<file path="config.mk">
export PLATFORM = sky130hd
export DESIGN_NAME = file_packet_receive_tracker
export DESIGN_NICKNAME = d
export VERILOG_FILES = /design/src/sv/frpt_pkg.sv /design/src/sv/frpt_ctrl.sv /design/src/sv/frpt_dp.sv /design/src/sv/file_packet_receive_tracker.sv
export SDC_FILE = /design/constraint.sdc
export NUM_CORES = 2
export LEC_CHECK = 0
export BUFFER_PORTS_ARGS = -buffer_cell sky130_fd_sc_hd__clkbuf_2
export CAP_MARGIN = 20
export CELL_PAD_IN_SITES_DETAIL_PLACEMENT = 1
export CELL_PAD_IN_SITES_GLOBAL_PLACEMENT = 1
export CORE_ASPECT_RATIO = 0.8
export CORE_MARGIN = 2
export CORE_UTILIZATION = 51
export CTS_CLUSTER_DIAMETER = 50
export DETAILED_ROUTE_END_ITERATION = 10
export GPL_ROUTABILITY_DRIVEN = 0
export PLACE_DENSITY = 0.82
export SYNTH_ARGS = -nofsm -noshare
export SYNTH_HDL_FRONTEND = slang
export SYNTH_HIERARCHICAL = 1
export SYNTH_SLANG_ARGS = --single-unit
</file>
<file path="constraint.sdc">
create_clock -name clock -period 7 [get_ports clock]
set_input_delay 1.75 -clock clock [delete_from_list [all_inputs] [get_ports clock]]
set_output_delay 1.75 -clock clock [all_outputs]
set_load 0.02 [all_outputs]
</file>
<file path="src/sv/frpt_pkg.sv">
package frpt_pkg;

   // tracker capacity and bitmap geometry
   localparam int PACKETS_MAX = 4096;
   localparam int MAP_WORDS   = (PACKETS_MAX + 31) / 32;
   localparam int ROW_BITS    = (MAP_WORDS > 1) ? $clog2(MAP_WORDS) : 1;

   // request modes
   localparam logic [1:0] MODE_START = 2'd0;
   localparam logic [1:0] MODE_DATA  = 2'd1;
   localparam logic [1:0] MODE_TICK  = 2'd2;

   // response status codes
   localparam logic [1:0] STATUS_OK     = 2'd0;
   localparam logic [1:0] STATUS_REJECT = 2'd1;
   localparam logic [1:0] STATUS_RANGE  = 2'd2;

   localparam logic [7:0] FILE_TYPE_ACCEPT = 8'd2;
   localparam logic [7:0] TIMEOUT_RESET    = 8'd10;
   localparam logic [7:0] IDLE_TICKS_MAX   = 8'd255;

   typedef struct packed {
      logic [1:0]  mode;
      logic [7:0]  file_type;
      logic [12:0] pack_count;
      logic [2:0]  size_code;
      logic [15:0] pack_index;
   } req_type;

   typedef struct packed {
      logic [1:0]  status;
      logic [25:0] write_offset;
      logic [12:0] received_count;
      logic        complete;
      logic        timed_out;
   } rsp_type;

   // controller to datapath
   typedef struct packed {
      logic capture;
      logic load_rsp;
      logic do_start;
      logic do_data;
      logic do_tick;
   } cmd_type;

   // datapath to controller
   typedef struct packed {
      logic [1:0] mode;
      logic       receiving;
      logic       type_ok;
   } stat_type;

   // packet size in bytes by size code
   function automatic logic [10:0] packet_bytes(input logic [2:0] code);
      logic [10:0] bytes;
      unique case (code)
         3'd0:    bytes = 11'd64;
         3'd1:    bytes = 11'd128;
         3'd2:    bytes = 11'd256;
         3'd4:    bytes = 11'd512;
         3'd5:    bytes = 11'd1024;
         default: bytes = 11'd0;
      endcase
      return bytes;
   endfunction

endpackage

</file>
<file path="src/sv/frpt_ctrl.sv">
module frpt_ctrl (
   input  logic               clock,
   input  logic               reset,
   input  logic               req_valid,
   output logic               req_ready,
   output logic               rsp_valid,
   input  logic               rsp_ready,
   input  frpt_pkg::stat_type stat,
   output frpt_pkg::cmd_type  cmd
);
   import frpt_pkg::*;

   localparam logic ST_IDLE = 1'b0;
   localparam logic ST_EXEC = 1'b1;

   logic state_ff, state_in;
   logic rsp_valid_ff, rsp_valid_in;

   assign req_ready = (state_ff == ST_IDLE) && (!rsp_valid_ff || rsp_ready);
   assign rsp_valid = rsp_valid_ff;

   always_comb begin
      cmd          = '0;
      cmd.capture  = req_valid && req_ready;
      cmd.load_rsp = (state_ff == ST_EXEC);
      if (state_ff == ST_EXEC) begin
         cmd.do_start = (stat.mode == MODE_START) && !stat.receiving && stat.type_ok;
         cmd.do_data  = (stat.mode == MODE_DATA) && stat.receiving;
         cmd.do_tick  = (stat.mode == MODE_TICK) && stat.receiving;
      end
   end

   always_comb begin
      state_in     = state_ff;
      rsp_valid_in = rsp_valid_ff;
      if (rsp_valid_ff && rsp_ready) begin
         rsp_valid_in = 1'b0;
      end
      unique case (state_ff)
         ST_IDLE: begin
            if (cmd.capture) begin
               state_in = ST_EXEC;
            end
         end
         ST_EXEC: begin
            state_in     = ST_IDLE;
            rsp_valid_in = 1'b1;
         end
         default: state_in = ST_IDLE;
      endcase
   end

   always_ff @(posedge clock) begin
      if (reset) begin
         state_ff     <= ST_IDLE;
         rsp_valid_ff <= 1'b0;
      end else begin
         state_ff     <= state_in;
         rsp_valid_ff <= rsp_valid_in;
      end
   end

endmodule

</file>
<file path="src/sv/frpt_dp.sv">
module frpt_dp (
   input  logic               clock,
   input  logic               reset,
   input  frpt_pkg::req_type  req_data,
   input  logic               csr_write,
   input  logic [7:0]         csr_data,
   input  frpt_pkg::cmd_type  cmd,
   output frpt_pkg::stat_type stat,
   output frpt_pkg::rsp_type  rsp_data
);
   import frpt_pkg::*;

   // bitmap storage, one row per 32 packets
   logic [31:0] map_mem [MAP_WORDS];
   logic [31:0] map_rd_ff;
   logic [MAP_WORDS-1:0] row_valid_ff, row_valid_in;

   req_type     item_ff;
   rsp_type     rsp_ff, rsp_in;
   logic        receiving_ff, receiving_in;
   logic [12:0] total_ff, total_in;
   logic [2:0]  size_ff, size_in;
   logic [12:0] seen_ff, seen_in;
   logic [7:0]  idle_ff, idle_in;
   logic [7:0]  timeout_ff;

   logic [ROW_BITS-1:0] rd_row, row;
   logic [4:0]  bit_sel;
   logic [31:0] row_data, row_wr;
   logic        in_range, is_new, map_write;
   logic [25:0] product;
   logic [12:0] seen_next;
   logic [7:0]  idle_next;
   logic [12:0] count_sat;

   assign rd_row   = req_data.pack_index[ROW_BITS+4:5];
   assign row      = item_ff.pack_index[ROW_BITS+4:5];
   assign bit_sel  = item_ff.pack_index[4:0];
   assign row_data = row_valid_ff[row] ? map_rd_ff : 32'd0;
   assign in_range = (item_ff.pack_index < {3'd0, total_ff})
                  && (32'(item_ff.pack_index) < PACKETS_MAX);
   assign is_new    = in_range && !row_data[bit_sel];
   assign row_wr    = row_data | (32'd1 << bit_sel);
   assign map_write = cmd.do_data && in_range;
   assign seen_next = is_new ? seen_ff + 13'd1 : seen_ff;
   assign idle_next = (idle_ff < IDLE_TICKS_MAX) ? idle_ff + 8'd1 : idle_ff;
   // largest index times largest size still fits in 26 bits
   assign product   = 26'(item_ff.pack_index) * 26'(packet_bytes(size_ff));
   assign count_sat = (32'(item_ff.pack_count) > PACKETS_MAX)
                    ? 13'(PACKETS_MAX) : item_ff.pack_count;

   assign stat.mode      = item_ff.mode;
   assign stat.receiving = receiving_ff;
   assign stat.type_ok   = (item_ff.file_type == FILE_TYPE_ACCEPT);
   assign rsp_data       = rsp_ff;

   always_comb begin
      receiving_in = receiving_ff;
      total_in     = total_ff;
      size_in      = size_ff;
      seen_in      = seen_ff;
      idle_in      = idle_ff;
      row_valid_in = row_valid_ff;
      rsp_in                = '0;
      rsp_in.status         = STATUS_REJECT;
      rsp_in.received_count = seen_ff;
      if (cmd.do_start) begin
         // new transfer: all rows read as empty again
         row_valid_in  = '0;
         total_in      = count_sat;
         size_in       = item_ff.size_code;
         seen_in       = 13'd0;
         idle_in       = 8'd0;
         receiving_in  = 1'b1;
         rsp_in.status = STATUS_OK;
         rsp_in.received_count = 13'd0;
      end else if (cmd.do_data) begin
         idle_in             = 8'd0;
         seen_in             = seen_next;
         rsp_in.write_offset = product;
         rsp_in.status       = in_range ? STATUS_OK : STATUS_RANGE;
         rsp_in.received_count = seen_next;
         if (map_write) begin
            row_valid_in[row] = 1'b1;
         end
         if (seen_next >= total_ff) begin
            rsp_in.complete = 1'b1;
            receiving_in    = 1'b0;
         end
      end else if (cmd.do_tick) begin
         idle_in       = idle_next;
         rsp_in.status = STATUS_OK;
         if (idle_next >= timeout_ff) begin
            rsp_in.timed_out = 1'b1;
            receiving_in     = 1'b0;
            idle_in          = 8'd0;
         end
      end
   end

   always_ff @(posedge clock) begin
      map_rd_ff <= map_mem[rd_row];
      if (map_write) begin
         map_mem[row] <= row_wr;
      end
   end

   always_ff @(posedge clock) begin
      if (cmd.capture) begin
         item_ff <= req_data;
      end
      if (cmd.load_rsp) begin
         rsp_ff <= rsp_in;
      end
   end

   always_ff @(posedge clock) begin
      if (reset) begin
         row_valid_ff <= '0;
         receiving_ff <= 1'b0;
         total_ff     <= 13'd0;
         size_ff      <= 3'd0;
         seen_ff      <= 13'd0;
         idle_ff      <= 8'd0;
         timeout_ff   <= TIMEOUT_RESET;
      end else begin
         row_valid_ff <= row_valid_in;
         receiving_ff <= receiving_in;
         total_ff     <= total_in;
         size_ff      <= size_in;
         seen_ff      <= seen_in;
         idle_ff      <= idle_in;
         if (csr_write) begin
            timeout_ff <= csr_data;
         end
      end
   end

endmodule

</file>
<file path="src/sv/file_packet_receive_tracker.sv">
// packet receive tracker with inactivity timeout. every request item (start,
// data packet or timer tick) yields exactly one response item. the accept
// cycle issues the bitmap row read, the next cycle does the read-modify-write
// of that row and loads the response register, which frees the input side:
// with a ready sink a new item is taken once the last has loaded its
// response, never while one executes. the bitmap sits in a memory with one
// read and one write port, one 32-bit row per 32 packets; per-row valid
// flags make a start (and reset) clear it at once, so there is no clearing
// pass. csr_ready is always high. the user is to write the timeout register
// through the csr port only while the block is idle; it is not enforced.
module file_packet_receive_tracker (
   input  logic              clock,
   input  logic              reset,
   input  logic              req_valid,
   output logic              req_ready,
   input  frpt_pkg::req_type req_data,
   output logic              rsp_valid,
   input  logic              rsp_ready,
   output frpt_pkg::rsp_type rsp_data,
   input  logic              csr_valid,
   output logic              csr_ready,
   input  logic [7:0]        csr_data
);
   import frpt_pkg::*;

   cmd_type  cmd;
   stat_type stat;

   // configuration writes never stall
   assign csr_ready = 1'b1;

   // sequencing and response handshake
   frpt_ctrl u_ctrl (
      .clock     (clock),
      .reset     (reset),
      .req_valid (req_valid),
      .req_ready (req_ready),
      .rsp_valid (rsp_valid),
      .rsp_ready (rsp_ready),
      .stat      (stat),
      .cmd       (cmd)
   );

   // bitmap memory, transfer state and response register
   frpt_dp u_dp (
      .clock     (clock),
      .reset     (reset),
      .req_data  (req_data),
      .csr_write (csr_valid && csr_ready),
      .csr_data  (csr_data),
      .cmd       (cmd),
      .stat      (stat),
      .rsp_data  (rsp_data)
   );

endmodule

</file>
==> impl_metrics.csv <==
group,metric,value,unit
status,status,"finished clean",
yosys,post_synth_inst_count,7515,
yosys,synthesis.yosys.warnings,6,
worst_hold_path,timing.hold.worst.class,"flip-flop to flip-flop",
global_route,grt_util_all_layers,32.3,%
routing,drt_pre_antenna_iters,8,
yosys,yosysUniqueCellTypes,71,
routing,postRouteAntennaNets,0,
worst_hold_path,min_path_cells,2,
clocking,htree_levels,5,
critical_path,critical_path_arrival,7130,ps
layout,layout_cell_share_with_drive_strength_beyond_1,31.7,%
timing,clock_skew,106,ps
worst_hold_path,hold_path_end,"u_dp/row_valid_ff[64]",
placed_design,hpwlAfterDp,272000,um
clocking,cts_tree,"done",
pwr,clock_power_share,43.0,%
timing,setup_viol,0,
routing,routed_wl,594000,um
critical_path,critPathLaunchType,"flip-flop",
global_route,antenna_found_initial,72,
worst_hold_path,holdCritStartpoint,"u_dp/row_valid_ff[64]",
die,placementRows,189,
routing,remaining_drc_errors,0,
clocking,cts.root.buffer_cell,"sky130_fd_sc_hd__clkbuf_16",
pwr,power_leakage,61.6,nW
die,fp.dieW,651,um
critical_path,worst-endpoint-required,7660,ps
timing,finalHoldViolations,0,
pwr,design_power_total,57.3,mW
die,pin_count,101,
critical_path,endpoint_kind,"flip-flop",
timing,max-slew-margin-rel,11.3,%
critical_path,timing.setup.critical_path_class,"flip-flop to flip-flop",
critical_path,critPathMostFrequentCell,"sky130_fd_sc_hd__fa_1",
die,die_height,521,um
yosys,synth-seq-cells,4383,
critical_path,critical_path_peak_fanout,16,
timing,fin_tns_setup,0,ps
pwr,net-switching-power,13.9,mW
die,initial_utilization,51.4,%
timing,rsz0062_at_grt,"false",
timing,fin_crit_sh,92.4,%
critical_path,crit-reg2reg-capture,"u_dp/rsp_data[40]",
critical_path,setup.worst_path.start,"u_dp/size_ff[1]",
routing,routedWlPerCell,46.8,um
pwr,power.ir.vdd_worst,252,uV
pwr,sequentialPowerShare,50.8,%
yosys,postSynthAreaPerCell,22.7,sq um
global_route,grt_first_pass_wirelength,763000,um
timing,tightest_slew,1320,ps
global_route,maximum_number_of_pins_on_one_net_before_global_route_repair,129,
pwr,power_switching_share,24.3,%
pwr,share_comb_of_total_power,6.2,%
routing,detailroute.via_count,93565,
routing,drt_first_iter_violations,20991,
layout,area.growth.synth_to_final,13.5,%
timing,slew_violations,0,
critical_path,cpMaxStageDelayCell,"sky130_fd_sc_hd__o41ai_1",
critical_path,rr_worst_depth,19,
yosys,synth_edf_count,4175,
critical_path,critical_path.cell_chain,"nor3b_1, buf_4, nand2_1, fa_1, fa_1, fa_1, inv_1, ha_1, ha_1, ha_1, fa_1, a211oi_1, o21bai_1, a31oi_1, o21ai_0, o41ai_1, o21ai_0, xnor2_1, nor2_1",
timing,maxClockFrequency,0.155,GHz
clocking,clkSinkCount,4383,
clocking,cts_buffers,425,
routing,post_drt_via_cell_ratio,7.37,
clocking,clkSlewWorstSetupHoldPaths,70,ps
placed_design,port_buffers,93,
timing,finalWorstPathRequiredPeriod,6470,ps
yosys,synth-seq-area-share,75.9,%
yosys,yosys_most_used_dff,"sky130_fd_sc_hd__edfxtp_1",
yosys,syn-cell-area,0.171,sq mm
layout,num-nets-final,8123,
clocking,clock_latency,1050,ps
layout,post-route-util,58.3,%
pwr,internal_power,43.4,mW
critical_path,reg2reg_setup_slack,530,ps
pwr,power_density,296,mW/mm^2
clocking,clockBufferDepth,4,
clocking,post-cts-setup-buffers,0,
global_route,grt_pass1_vias,91899,
die,die_area,0.339,sq mm
flow_run,timing.max_cap.violations,0,
clocking,ctsHoldBuffers,0,
critical_path,r2r_path_start,"u_dp/size_ff[1]",
clocking,cts_repair_resize_count,0,
global_route,grt_overflow,0,
critical_path,critical-path-max-stage-delay,560,ps
yosys,asyncSetResetFlopFracSynth,0,%
die,placeableCoreArea,0.332,sq mm
==> synth_stat cells (all sizes together), types with 5 or more instances <==
cell type	n	area (sq um)
ha	104	1300
edfxtp	4175	125000
or3	10	62.6
a31oi	7	43.8
a21oi	64	320
xor2	20	175
xnor2	10	87.6
and3	6	37.5
a211oi	7	52.6
inv	108	405
o31ai	14	105
and2	79	494
nand4	11	68.8
nand2	207	777
nand2b	8	50.1
a21o	5	37.5
mux2	37	417
or4	11	82.6
or2	9	56.3
fa	42	841
dfxtp	208	4160
nor2b	16	108
clkbuf	300	1130
nor3	26	130
o41ai	5	43.8
nor4	7	43.8
buf	131	632
o21ai	167	836
nor3b	9	77.6
a32o	6	60.1
a22o	17	149
nand3	42	210
mux2i	24	240
mux4	1367	30800
nor2	185	694
nand3b	18	135
==> area by class of cell <==
class,count,area (sq um)
tap,4393,5500
clock buffer,529,11300
multi-input combinational,2597,40300
sequential,4383,130000
clock inverter,257,2740
antenna,14,35.0
timing repair buffer,406,3880
inverter,109,409
fill,27265,139000
==> how the worst max path moves through the flow <==
stage | endpoint | depth (start not counted)
after CTS | u_dp/rsp_data[40] | 20
after detailed placement | u_dp/rsp_data[40] | 19
after global routing | u_dp/rsp_data[40] | 19
after floorplan | u_dp/map_mem[0][20] | 4
final | u_dp/rsp_data[40] | 19
after global placement | u_dp/rsp_data[40] | 19
==> power groups by stage <==
stage / clock [mW] / combinational [mW] / sequential, mW
4_1_cts: 24.1 / 3.25 / 29.1
6_report: 24.6 / 3.55 / 29.1
2_1_floorplan: 0 / 1.75 / 29.8
5_1_grt: 25.3 / 3.54 / 29.1
3_5_place_dp: 0 / 3.11 / 29.7
3_3_place_gp: 0 / 2.96 / 29.7
==> metal layers <==
| layer | global-route usage (%) | vias to the layer above | wire length (um) |
|---|---|---|---|
| met1 | 42.0 | 48424 | 187000 |
| li1 | - | 32505 | - |
| met3 | 10.3 | 2080 | 93100 |
| met2 | 49.9 | 10490 | 275000 |
| met4 | 16.0 | 66 | 38400 |
| met5 | 0 | - | 815 |
==> cells in the final DEF, fill, tap and decap left out, drive strengths merged, types with 79 or more instances in the layout <==
master and instances:
clkbuf 617, nor2 185, dfxtp 208, buf 318
and2 79, ha 104, o21ai 167, clkinv 181
edfxtp 4175, inv 129, mux4 1367, nand2 207
==> cell families (layout without fill, tap and decap cells) <==
| logic type | count (synthesis) | after routing | synth area share, % |
|---|---|---|---|
| flops | 4383 | 4383 | 75.9 |
| mux | 1428 | 1428 | 18.4 |
| simple gates | 655 | 655 | 1.83 |
| buf+inv | 540 | 1301 | 1.27 |
| compound gates | 331 | 331 | 1.16 |
| fa+ha+maj | 146 | 146 | 1.26 |
| xor+xnor | 30 | 30 | 0.154 |
| other cells | 2 | 21 | 0.00440 |
==> critical path: cells and delay by family (launching register included) <==
kind	cells	cell delay, ps
and+or+nand+nor	3	610
AOI/OAI and AO/OA	6	1720
buffers and inverters	2	350
DFF	1	430
adders and majority gates	7	2810
xor gates and xnor gates	1	220
==> through the flow <==
stage	instance area (sq um)	cells	hold slack [ps]	setup WS [ps]
2_1_floorplan	171000	7520	417	-489
3_3_place_gp	179000	11857	427	963
3_5_place_dp	179000	11862	442	872
4_1_cts	193000	12648	455	622
5_1_grt	194000	12676	476	351
6_report	194000	12688	456	531
==> flip-flops by register name, summed over array words and instances (netlist names) <==
register,cells
u_dp/bit_sel,5
u_ctrl/state_ff,1
u_dp/idle_ff,8
u_dp/rsp_data,37
u_dp/total_ff,13
u_dp/timeout_ff,8
u_ctrl/rsp_valid,1
u_dp/receiving_ff,1
u_dp/item_ff,35
u_dp/map_rd_ff,32
u_dp/seen_ff,13
u_dp/stat,2
u_dp/row_valid_ff,128
u_dp/size_ff,3
u_dp/map_mem,4096
Power figures use the tool's default switching activity.
